## src/pdne_pkg.sv

```systemverilog
// Package for the pedal debounce and note event block.
// Holds the field widths, register indexes and the packed word types shared by the modules.
// Depends on nothing.
`default_nettype none

package pdne_pkg;

	localparam int MAX_PEDALS  = 32;
	localparam int TIME_W      = 32;
	localparam int LEVEL_W     = 32;
	localparam int ROOM_W      = 6;
	localparam int NUM_W       = 5;
	localparam int COUNT_W     = 6;
	localparam int TOG_W       = 16;
	localparam int DEB_W       = 8;
	localparam int CFG_IDX_W   = 1;
	localparam int CFG_DATA_W  = 32;
	localparam int QUEUE_DEPTH = 2;

	// Configuration register indexes.
	localparam logic [CFG_IDX_W-1:0] REG_DEBOUNCE = 1'b0;
	localparam logic [CFG_IDX_W-1:0] REG_ENABLE   = 1'b1;

	// One scan tick.
	typedef struct packed {
		logic [TIME_W-1:0]  now_ms;
		logic [LEVEL_W-1:0] pedal_levels;
		logic [ROOM_W-1:0]  note_room;
	} tick_t;

	// One result word.
	typedef struct packed {
		logic               note_valid;
		logic [NUM_W-1:0]   note_number;
		logic               note_on;
		logic [COUNT_W-1:0] pressed_count;
		logic [TOG_W-1:0]   pedal_toggles;
		logic [TOG_W-1:0]   note_toggles;
		logic               last;
	} note_evt_t;

	// Snapshot of a debounced tick, passed from the front to the back.
	typedef struct packed {
		logic [MAX_PEDALS-1:0] accepted;
		logic [COUNT_W-1:0]    pressed_count;
		logic [TOG_W-1:0]      pedal_toggles;
		logic [ROOM_W-1:0]     note_room;
	} tick_rec_t;

endpackage

`default_nettype wire

```

## src/pedal_debounce_note_events.sv

```systemverilog
// A tick is taken in F_IDLE, debounced in F_RUN one pedal a cycle (one change-time
// subtract and compare each) and pushed to the queue from F_PUSH, which waits while the
// queue is full. The front takes no new tick until that push is done; the back end gives
// one result word per cycle while its queue is not empty and the receiver is ready.
// Reset (arst_n low, asynchronous) clears all pedal, note and counter state, both
// configuration registers and the queue; change times are written before they matter.
`default_nettype none

module pedal_debounce_note_events #(
	parameter int NUM_PEDALS = pdne_pkg::MAX_PEDALS
) (
	input  wire                               clk,
	input  wire                               arst_n,
	input  wire                               cfg_we,
	input  wire  [pdne_pkg::CFG_IDX_W-1:0]    cfg_index,
	input  wire  [pdne_pkg::CFG_DATA_W-1:0]   cfg_wdata,
	input  wire                               tick_valid,
	output logic                              tick_ready,
	input  pdne_pkg::tick_t                   tick,
	output logic                              evt_valid,
	input  wire                               evt_ready,
	output pdne_pkg::note_evt_t               evt
);
	import pdne_pkg::*;

	// The front end owns the debounce state: tentative level, change time and accepted
	// state per pedal, plus the pedal toggle counter and the running pressed count. Once
	// it has walked every pedal it pushes a snapshot of the accepted state and counters.
	logic       push;
	logic       full;
	logic       pop;
	logic       empty;
	tick_rec_t  rec_in;
	tick_rec_t  rec_out;

	pdne_front #(
		.NUM_PEDALS (NUM_PEDALS)
	) u_front (
		.clk        (clk),
		.arst_n     (arst_n),
		.cfg_we     (cfg_we),
		.cfg_index  (cfg_index),
		.cfg_wdata  (cfg_wdata),
		.tick_valid (tick_valid),
		.tick_ready (tick_ready),
		.tick       (tick),
		.push       (push),
		.rec        (rec_in),
		.full       (full)
	);

	// The queue lets the front debounce the next tick while the back is still
	// emitting notes for this one, or while the result word is held up downstream.
	pdne_queue u_queue (
		.clk     (clk),
		.arst_n  (arst_n),
		.push    (push),
		.rec_in  (rec_in),
		.full    (full),
		.pop     (pop),
		.rec_out (rec_out),
		.empty   (empty)
	);

	// The back end compares each snapshot against the played state and emits notes in
	// pedal order until the room runs out; a tick with nothing to play gives a single
	// status word. Pedals left over stay pending for a later tick.
	pdne_back #(
		.NUM_PEDALS (NUM_PEDALS)
	) u_back (
		.clk       (clk),
		.arst_n    (arst_n),
		.rec       (rec_out),
		.empty     (empty),
		.pop       (pop),
		.evt_valid (evt_valid),
		.evt_ready (evt_ready),
		.evt       (evt)
	);

endmodule

`default_nettype wire

```

## src/pdne_front.sv

```systemverilog
// Debounce front end: takes a scan tick, walks the pedals one per cycle and pushes a snapshot.
// Also holds the two configuration registers.
// Depends on pdne_pkg.
`default_nettype none

module pdne_front #(
	parameter int NUM_PEDALS = pdne_pkg::MAX_PEDALS
) (
	input  wire                                clk,
	input  wire                                arst_n,
	input  wire                                cfg_we,
	input  wire  [pdne_pkg::CFG_IDX_W-1:0]     cfg_index,
	input  wire  [pdne_pkg::CFG_DATA_W-1:0]    cfg_wdata,
	input  wire                                tick_valid,
	output logic                               tick_ready,
	input  pdne_pkg::tick_t                    tick,
	output logic                               push,
	output pdne_pkg::tick_rec_t                rec,
	input  wire                                full
);
	import pdne_pkg::*;

	localparam int IDX_W = (NUM_PEDALS > 1) ? $clog2(NUM_PEDALS) : 1;
	localparam logic [IDX_W-1:0] LAST_IDX = IDX_W'(NUM_PEDALS - 1);

	typedef enum logic [2:0] {
		F_IDLE = 3'b001,
		F_RUN  = 3'b010,
		F_PUSH = 3'b100
	} front_state_t;

	front_state_t              state_q;
	logic [IDX_W-1:0]          idx_q;
	logic [TIME_W-1:0]         now_q;
	logic [NUM_PEDALS-1:0]     press_q;
	logic [ROOM_W-1:0]         room_q;
	logic [DEB_W-1:0]          deb_q;
	logic [NUM_PEDALS-1:0]     en_q;
	logic [NUM_PEDALS-1:0]     tent_q;
	logic [NUM_PEDALS-1:0]     acc_q;
	logic [TIME_W-1:0]         ct_q [NUM_PEDALS];
	logic [TIME_W-1:0]         ct_rd_q;
	logic [TOG_W-1:0]          ptog_q;
	logic [COUNT_W-1:0]        pcnt_q;

	logic                      p;
	logic                      tent_diff;
	logic [TIME_W-1:0]         ct_eff;
	logic [TIME_W-1:0]         elapsed;
	logic                      mature;
	logic                      upd_tent;
	logic                      flip;
	logic                      run;
	logic [IDX_W-1:0]          ct_raddr;

	assign run       = (state_q == F_RUN);
	assign p         = press_q[idx_q];
	assign tent_diff = (tent_q[idx_q] != p);
	assign ct_eff    = tent_diff ? now_q : ct_rd_q;
	assign elapsed   = now_q - ct_eff;
	assign mature    = (elapsed >= {{(TIME_W - DEB_W){1'b0}}, deb_q});
	assign upd_tent  = run && en_q[idx_q] && tent_diff;
	assign flip      = run && en_q[idx_q] && (acc_q[idx_q] != p) && mature;

	// The change time of the next pedal is fetched into a register in the cycle before its turn.
	assign ct_raddr  = (run && (idx_q != LAST_IDX)) ? idx_q + IDX_W'(1) : '0;

	assign tick_ready        = (state_q == F_IDLE);
	assign push              = (state_q == F_PUSH) && !full;
	assign rec.accepted      = MAX_PEDALS'(acc_q);
	assign rec.pressed_count = pcnt_q;
	assign rec.pedal_toggles = ptog_q;
	assign rec.note_room     = room_q;

	always_ff @(posedge clk or negedge arst_n) begin
		if (!arst_n) begin
			deb_q <= '0;
			en_q  <= '0;
		end else if (cfg_we) begin
			unique case (cfg_index)
				REG_DEBOUNCE: deb_q <= cfg_wdata[DEB_W-1:0];
				REG_ENABLE:   en_q  <= cfg_wdata[NUM_PEDALS-1:0];
				default:      ;
			endcase
		end
	end

	always_ff @(posedge clk or negedge arst_n) begin
		if (!arst_n) begin
			state_q <= F_IDLE;
			idx_q   <= '0;
			tent_q  <= '0;
			acc_q   <= '0;
			ptog_q  <= '0;
			pcnt_q  <= '0;
		end else begin
			unique case (state_q)
				F_IDLE: begin
					idx_q <= '0;
					if (tick_valid) begin
						state_q <= F_RUN;
					end
				end
				F_RUN: begin
					if (upd_tent) begin
						tent_q[idx_q] <= p;
					end
					if (flip) begin
						acc_q[idx_q] <= p;
						ptog_q       <= ptog_q + TOG_W'(1);
						pcnt_q       <= p ? pcnt_q + COUNT_W'(1) : pcnt_q - COUNT_W'(1);
					end
					if (idx_q == LAST_IDX) begin
						state_q <= F_PUSH;
					end else begin
						idx_q <= idx_q + IDX_W'(1);
					end
				end
				F_PUSH: begin
					if (!full) begin
						state_q <= F_IDLE;
					end
				end
				default: state_q <= F_IDLE;
			endcase
		end
	end

	// Tick payload and change times carry no reset.
	always_ff @(posedge clk) begin
		if (tick_valid && tick_ready) begin
			now_q   <= tick.now_ms;
			press_q <= ~tick.pedal_levels[NUM_PEDALS-1:0];
			room_q  <= tick.note_room;
		end
		if (upd_tent) begin
			ct_q[idx_q] <= now_q;
		end
		ct_rd_q <= ct_q[ct_raddr];
	end

endmodule

`default_nettype wire

```

## src/pdne_queue.sv

```systemverilog
// Short queue of debounced tick snapshots between the front and the back.
// Depends on pdne_pkg.
`default_nettype none

module pdne_queue (
	input  wire                  clk,
	input  wire                  arst_n,
	input  wire                  push,
	input  pdne_pkg::tick_rec_t  rec_in,
	output logic                 full,
	input  wire                  pop,
	output pdne_pkg::tick_rec_t  rec_out,
	output logic                 empty
);
	import pdne_pkg::*;

	localparam int PTR_W = (QUEUE_DEPTH > 1) ? $clog2(QUEUE_DEPTH) : 1;
	localparam int CNT_W = $clog2(QUEUE_DEPTH + 1);

	tick_rec_t          mem_q [QUEUE_DEPTH];
	logic [PTR_W-1:0]   wr_q;
	logic [PTR_W-1:0]   rd_q;
	logic [CNT_W-1:0]   cnt_q;

	assign full    = (cnt_q == CNT_W'(QUEUE_DEPTH));
	assign empty   = (cnt_q == '0);
	assign rec_out = mem_q[rd_q];

	always_ff @(posedge clk or negedge arst_n) begin
		if (!arst_n) begin
			wr_q  <= '0;
			rd_q  <= '0;
			cnt_q <= '0;
		end else begin
			if (push) begin
				wr_q <= (wr_q == PTR_W'(QUEUE_DEPTH - 1)) ? '0 : wr_q + PTR_W'(1);
			end
			if (pop) begin
				rd_q <= (rd_q == PTR_W'(QUEUE_DEPTH - 1)) ? '0 : rd_q + PTR_W'(1);
			end
			if (push && !pop) begin
				cnt_q <= cnt_q + CNT_W'(1);
			end else if (pop && !push) begin
				cnt_q <= cnt_q - CNT_W'(1);
			end
		end
	end

	always_ff @(posedge clk) begin
		if (push) begin
			mem_q[wr_q] <= rec_in;
		end
	end

endmodule

`default_nettype wire

```

## src/pdne_back.sv

```systemverilog
// Note back end: walks pending pedals of the head snapshot, one result word a cycle if ready.
// Owns the played state and the note toggle counter. Depends on pdne_pkg.
`default_nettype none

module pdne_back #(
	parameter int NUM_PEDALS = pdne_pkg::MAX_PEDALS
) (
	input  wire                  clk,
	input  wire                  arst_n,
	input  pdne_pkg::tick_rec_t  rec,
	input  wire                  empty,
	output logic                 pop,
	output logic                 evt_valid,
	input  wire                  evt_ready,
	output pdne_pkg::note_evt_t  evt
);
	import pdne_pkg::*;

	localparam int IDX_W = (NUM_PEDALS > 1) ? $clog2(NUM_PEDALS) : 1;

	logic [NUM_PEDALS-1:0]  play_q;
	logic [ROOM_W-1:0]      sent_q;
	logic [TOG_W-1:0]       ntog_q;
	logic                   ov_q;
	note_evt_t              evt_q;

	logic [NUM_PEDALS-1:0]  pending;
	logic [NUM_PEDALS-1:0]  lowbit;
	logic [NUM_PEDALS-1:0]  rest;
	logic [IDX_W-1:0]       idx;
	logic [ROOM_W-1:0]      sent_next;
	logic                   can_emit;
	logic                   is_last;
	logic                   load;
	note_evt_t              res;

	assign pending   = rec.accepted[NUM_PEDALS-1:0] ^ play_q;
	assign lowbit    = pending & (~pending + NUM_PEDALS'(1));
	assign rest      = pending & ~lowbit;
	assign sent_next = sent_q + ROOM_W'(1);
	assign can_emit  = (pending != '0) && (sent_q < rec.note_room);
	assign is_last   = !can_emit || (sent_next == rec.note_room) || (rest == '0);
	assign load      = !empty && (!ov_q || evt_ready);
	assign pop       = load && is_last;

	always_comb begin
		idx = '0;
		for (int i = 0; i < NUM_PEDALS; i++) begin
			if (lowbit[i]) begin
				idx = IDX_W'(i);
			end
		end
	end

	always_comb begin
		res.note_valid    = can_emit;
		res.note_number   = can_emit ? NUM_W'(idx) : '0;
		res.note_on       = can_emit && rec.accepted[idx];
		res.pressed_count = rec.pressed_count;
		res.pedal_toggles = rec.pedal_toggles;
		res.note_toggles  = can_emit ? ntog_q + TOG_W'(1) : ntog_q;
		res.last          = is_last;
	end

	assign evt_valid = ov_q;
	assign evt       = evt_q;

	always_ff @(posedge clk or negedge arst_n) begin
		if (!arst_n) begin
			play_q <= '0;
			sent_q <= '0;
			ntog_q <= '0;
			ov_q   <= 1'b0;
		end else begin
			if (load) begin
				ov_q <= 1'b1;
				if (can_emit) begin
					play_q <= play_q ^ lowbit;
					ntog_q <= ntog_q + TOG_W'(1);
				end
				sent_q <= is_last ? '0 : sent_next;
			end else if (evt_ready) begin
				ov_q <= 1'b0;
			end
		end
	end

	always_ff @(posedge clk) begin
		if (load) begin
			evt_q <= res;
		end
	end

endmodule

`default_nettype wire

```

## config.mk

```make
export PLATFORM = sky130hd
export DESIGN_NAME = pedal_debounce_note_events
export DESIGN_NICKNAME = d
export VERILOG_FILES = /design/src/pdne_pkg.sv /design/src/pedal_debounce_note_events.sv /design/src/pdne_front.sv /design/src/pdne_queue.sv /design/src/pdne_back.sv
export SDC_FILE = /design/constraint.sdc
export NUM_CORES = 2
export LEC_CHECK = 0
export BUFFER_PORTS_ARGS = -buffer_cell sky130_fd_sc_hd__buf_2
export CAP_MARGIN = 0
export CORE_MARGIN = 4
export CORE_UTILIZATION = 52
export DETAILED_ROUTE_END_ITERATION = 8
export PLACE_DENSITY = 0.73
export SETUP_SLACK_MARGIN = 0.02
export SYNTH_ARGS = -nofsm -noshare
export SYNTH_HDL_FRONTEND = slang
export SYNTH_SLANG_ARGS = --single-unit
export TNS_END_PERCENT = 20
```

## constraint.sdc

```tcl
create_clock -name clk -period 9.2 [get_ports clk]
set_clock_uncertainty 0.15 [all_clocks]
set_input_delay 1.38 -clock clk [delete_from_list [all_inputs] [get_ports clk]]
set_output_delay 1.38 -clock clk [all_outputs]
set_load 0.01 [all_outputs]
```

==> run_results.csv <==
group,metric,value,unit
floorplanning,rows,127,
clock_tree,clk_latency,770,ps
placement,place_area,0.0656,mm2
worst_hold_path,worstHoldPathType,"register to register",
clock_tree,ctsResizeCount,0,
drt,drt_wl_total,167000,um
drt,via_count,41100,
layout,layout.nets,4988,
global_routing,grt_max_degree,158,
placement,place.port_buffers,155,
global_routing,overflow,0,
critical_path,cp_max_fo,57,
critical_path,crit_arrival,8840,ps
layout,final_layout_size_suffix_gt1_share,13.6,%
timing,fin_tns_setup,0,ps
floorplanning,die_area,0.126,mm2
timing,relSlewSlack,10.4,%
critical_path,path_common_cell,"a21o_1",
logic_synthesis,syn-cell-area,0.0627,mm2
timing,tightest_slew,1340,ps
clock_tree,cts_root_buffer,"clkbuf_16",
drt,drtAntennaViolNets,0,
critical_path,start_kind,"register",
worst_hold_path,hold_depth,0,
timing,rsz0062_at_grt,"false",
critical_path,r2r_start,"u_front.idx_q[0]",
floorplanning,dieWidth,355,um
timing,clock.fmax,0.120,GHz
power_and_ir_drop,power.leakage,24.4,nW
critical_path,rrSetupSlack,870,ps
timing,fin_crit,8330,ps
placement,dpl.cell_count,6279,
logic_synthesis,synth_edf_count,1260,
logic_synthesis,synthArstFlopShare,13.0,%
critical_path,crit_type,"register to register",
drt,first_pass_iters,6,
critical_path,end_kind,"register",
floorplanning,die_height,355,um
floorplanning,core,0.120,mm2
layout,syn_to_final_growth,12.2,%
drt,vias_per_cell,6.26,
layout,nFillCells,9236,
global_routing,antenna_found_initial,18,
timing,drv_slew,0,
placement,hpwl,93600,um
timing,finalSetupViolCount,0,
clock_tree,cts_tree,"done",
floorplanning,top_level_ports,156,
timing,fin_crit_sh,90.6,%
drt,drtIter0Drc,5353,
drt,wl_per_cell,25.4,um
logic_synthesis,yosys_most_used_dff,"edfxtp_1",
clock_tree,cts_setup_buffers,0,
critical_path,cp_slowest_cell,"dfrtp_4",
power_and_ir_drop,vdd_drop_max,0.237,mV
drt,drc,0,
clock_tree,cts_sinks,1485,
logic_synthesis,synth_seq_cells,1485,
clock_tree,postCtsHoldBufs,0,
timing,hold_violations,0,
logic_synthesis,seq_area_frac_synth,69.1,%
logic_synthesis,syn-instance-count,4715,
worst_hold_path,worstHoldStart,"u_front.room_q[2]",
worst_hold_path,whs_endpoint,"u_queue.mem_q[1][2]",
clock_tree,cts_buffers,151,
logic_synthesis,synthDistinctLibCells,85,
critical_path,max_stage_delay,930,ps
layout,finalNonFillerCells,6570,
logic_synthesis,synth_fp_nets,4883,
logic_synthesis,ys_warn_count,0,
job,cap_violations,0,
floorplanning,start_util,52.3,%
critical_path,critPathRequiredTime,9700,ps
placement,place_congestion,0.921,
global_routing,grt_pass1_wl,248000,um
global_routing,grt_pass1_vias,39300,
clock_tree,cts_buffer_depth,3,
critical_path,rr_worst_depth,26,
status,status,"finished clean",
logic_synthesis,avgSynthCellArea,13.3,um2
power_and_ir_drop,power_density,279,mW/mm2
timing,whs,298,ps
clock_tree,htreeDepth,4,
layout,fin_area,0.0704,mm2
clock_tree,path_clk_slew,60,ps
global_routing,track_usage,26.1,%
critical_path,reg2reg_to,"u_front.acc_q[4]",
==> cell families after synthesis <==
kind of cell	share of synthesized area [%]
and+or+nand+nor	11.7
DFF	69.1
AOI/OAI and AO/OA	9.73
buffers and inverters	2.35
muxes	4.18
xor gates and xnor gates	1.77
adders and majority gates	1.25
==> power breakdown <==
| part | internal [W] | switching [W] |
|---|---|---|
| Sequential | 0.00793 | 0.000354 |
| Combinational | 0.00196 | 0.00343 |
| Clock | 0.00337 | 0.00255 |
| Total | 0.0133 | 0.00633 |
==> cell usage after synthesis, types with 8 or more instances <==
cell type / n / area, um2
or3_1: 204 / 1280
buf_2: 13 / 65.1
and2_1: 12 / 75.1
o21ai_0: 99 / 495
nor2_1: 219 / 822
xnor2_1: 71 / 622
inv_1: 73 / 274
dfrtp_1: 192 / 4800
a311oi_1: 97 / 850
nand4_1: 18 / 113
o31ai_1: 65 / 488
a31oi_1: 89 / 557
ha_1: 58 / 726
a21o_1: 24 / 180
a21oi_1: 157 / 786
xor2_1: 56 / 490
mux2_2: 68 / 766
mux2i_1: 74 / 741
a211oi_1: 37 / 278
nand2_1: 683 / 2560
nand2b_1: 12 / 75.1
and3_1: 48 / 300
nand3b_1: 9 / 67.6
nor2b_1: 11 / 68.8
o211ai_1: 227 / 1700
dfxtp_1: 32 / 641
clkbuf_1: 268 / 1010
nor3b_1: 9 / 67.6
or2_2: 8 / 50.1
nor4_1: 16 / 100
nand3_1: 219 / 1100
a22oi_1: 18 / 135
buf_1: 23 / 86.3
nor3_1: 95 / 475
edfxtp_1: 1260 / 37800
mux4_2: 48 / 1080
==> worst max path at each step <==
stage	start	to	slack, ps	cells after the start
detailed placement	u_front.idx_q[0]	u_front.acc_q[4]	960	26
CTS	u_front.idx_q[0]	u_front.acc_q[4]	930	26
global route	u_front.idx_q[0]	u_front.acc_q[4]	330	26
floorplan	u_front.idx_q[0]	u_front.acc_q[9]	2370	28
finish	u_front.idx_q[0]	u_front.acc_q[4]	870	26
global placement	u_front.idx_q[0]	u_front.acc_q[4]	1030	26
==> cell type report <==
type	instances	area (um2)	share of cell area, %
diodes	13	32.5	0.0462
clock buffers	204	4140	5.88
clock inverters	74	633	0.900
inverters	77	297	0.421
multi-input cells	2846	18300	26.0
flip-flops and latches	1485	43300	61.6
well taps	1612	2020	2.87
repair buffers	259	1670	2.37
==> worst max-delay path, delay by kind of cell (launching register included) <==
family | cells | cell delay, ps
xor+xnor | 1 | 220
compound gates | 11 | 2710
mux | 3 | 1170
fa+ha+maj | 2 | 740
flops | 1 | 930
buf+inv | 2 | 750
simple gates | 7 | 1520
==> cell usage in the layout (no fill, tap or decap), types with 74 or more instances in the layout <==
master / n
or3_1: 203
dfrtp_1: 189
nor3_1: 93
buf_2: 154
edfxtp_1: 1260
a21oi_1: 157
nor2_1: 187
a31oi_1: 89
o21ai_0: 99
nand2_1: 678
clkbuf_16: 153
nand3_1: 219
buf_4: 96
mux2i_1: 74
a311oi_1: 97
o211ai_1: 227
==> per-stage QoR <==
| step | worst slack [ps] | power (W) | util [%] |
|---|---|---|---|
| after CTS | 929 | 0.0196 | 58.7 |
| final | 867 | 0.0196 | 58.7 |
| after detailed placement | 962 | 0.0137 | 54.7 |
| after global placement | 1030 | 0.0137 | 54.7 |
| after floorplan | 2370 | 0.0122 | - |
| after global routing | 330 | 0.0205 | 58.7 |
==> per-layer routing <==
metal	track usage [%]	wire length [um]	vias up
met5	0	19	-
li1	-	-	18100
met1	35.3	64700	20400
met2	41.3	77900	2176
met3	5.27	16800	435
met4	11.3	7620	2
==> registers in the layout, summed over array words and instances (netlist names), 8 cells and up, named ones only <==
name,cells
u_front.ct_q,1024
u_queue.mem_q,120
u_back.evt,46
u_front.acc_q,32
u_front.ct_rd_q,32
u_front.en_q,32
u_front.now_q,32
u_front.press_q,32
u_front.tent_q,32
u_back.ntog_q,16
u_front.ptog_q,16
u_front.deb_q,8
(Power assumes the default switching activity.)
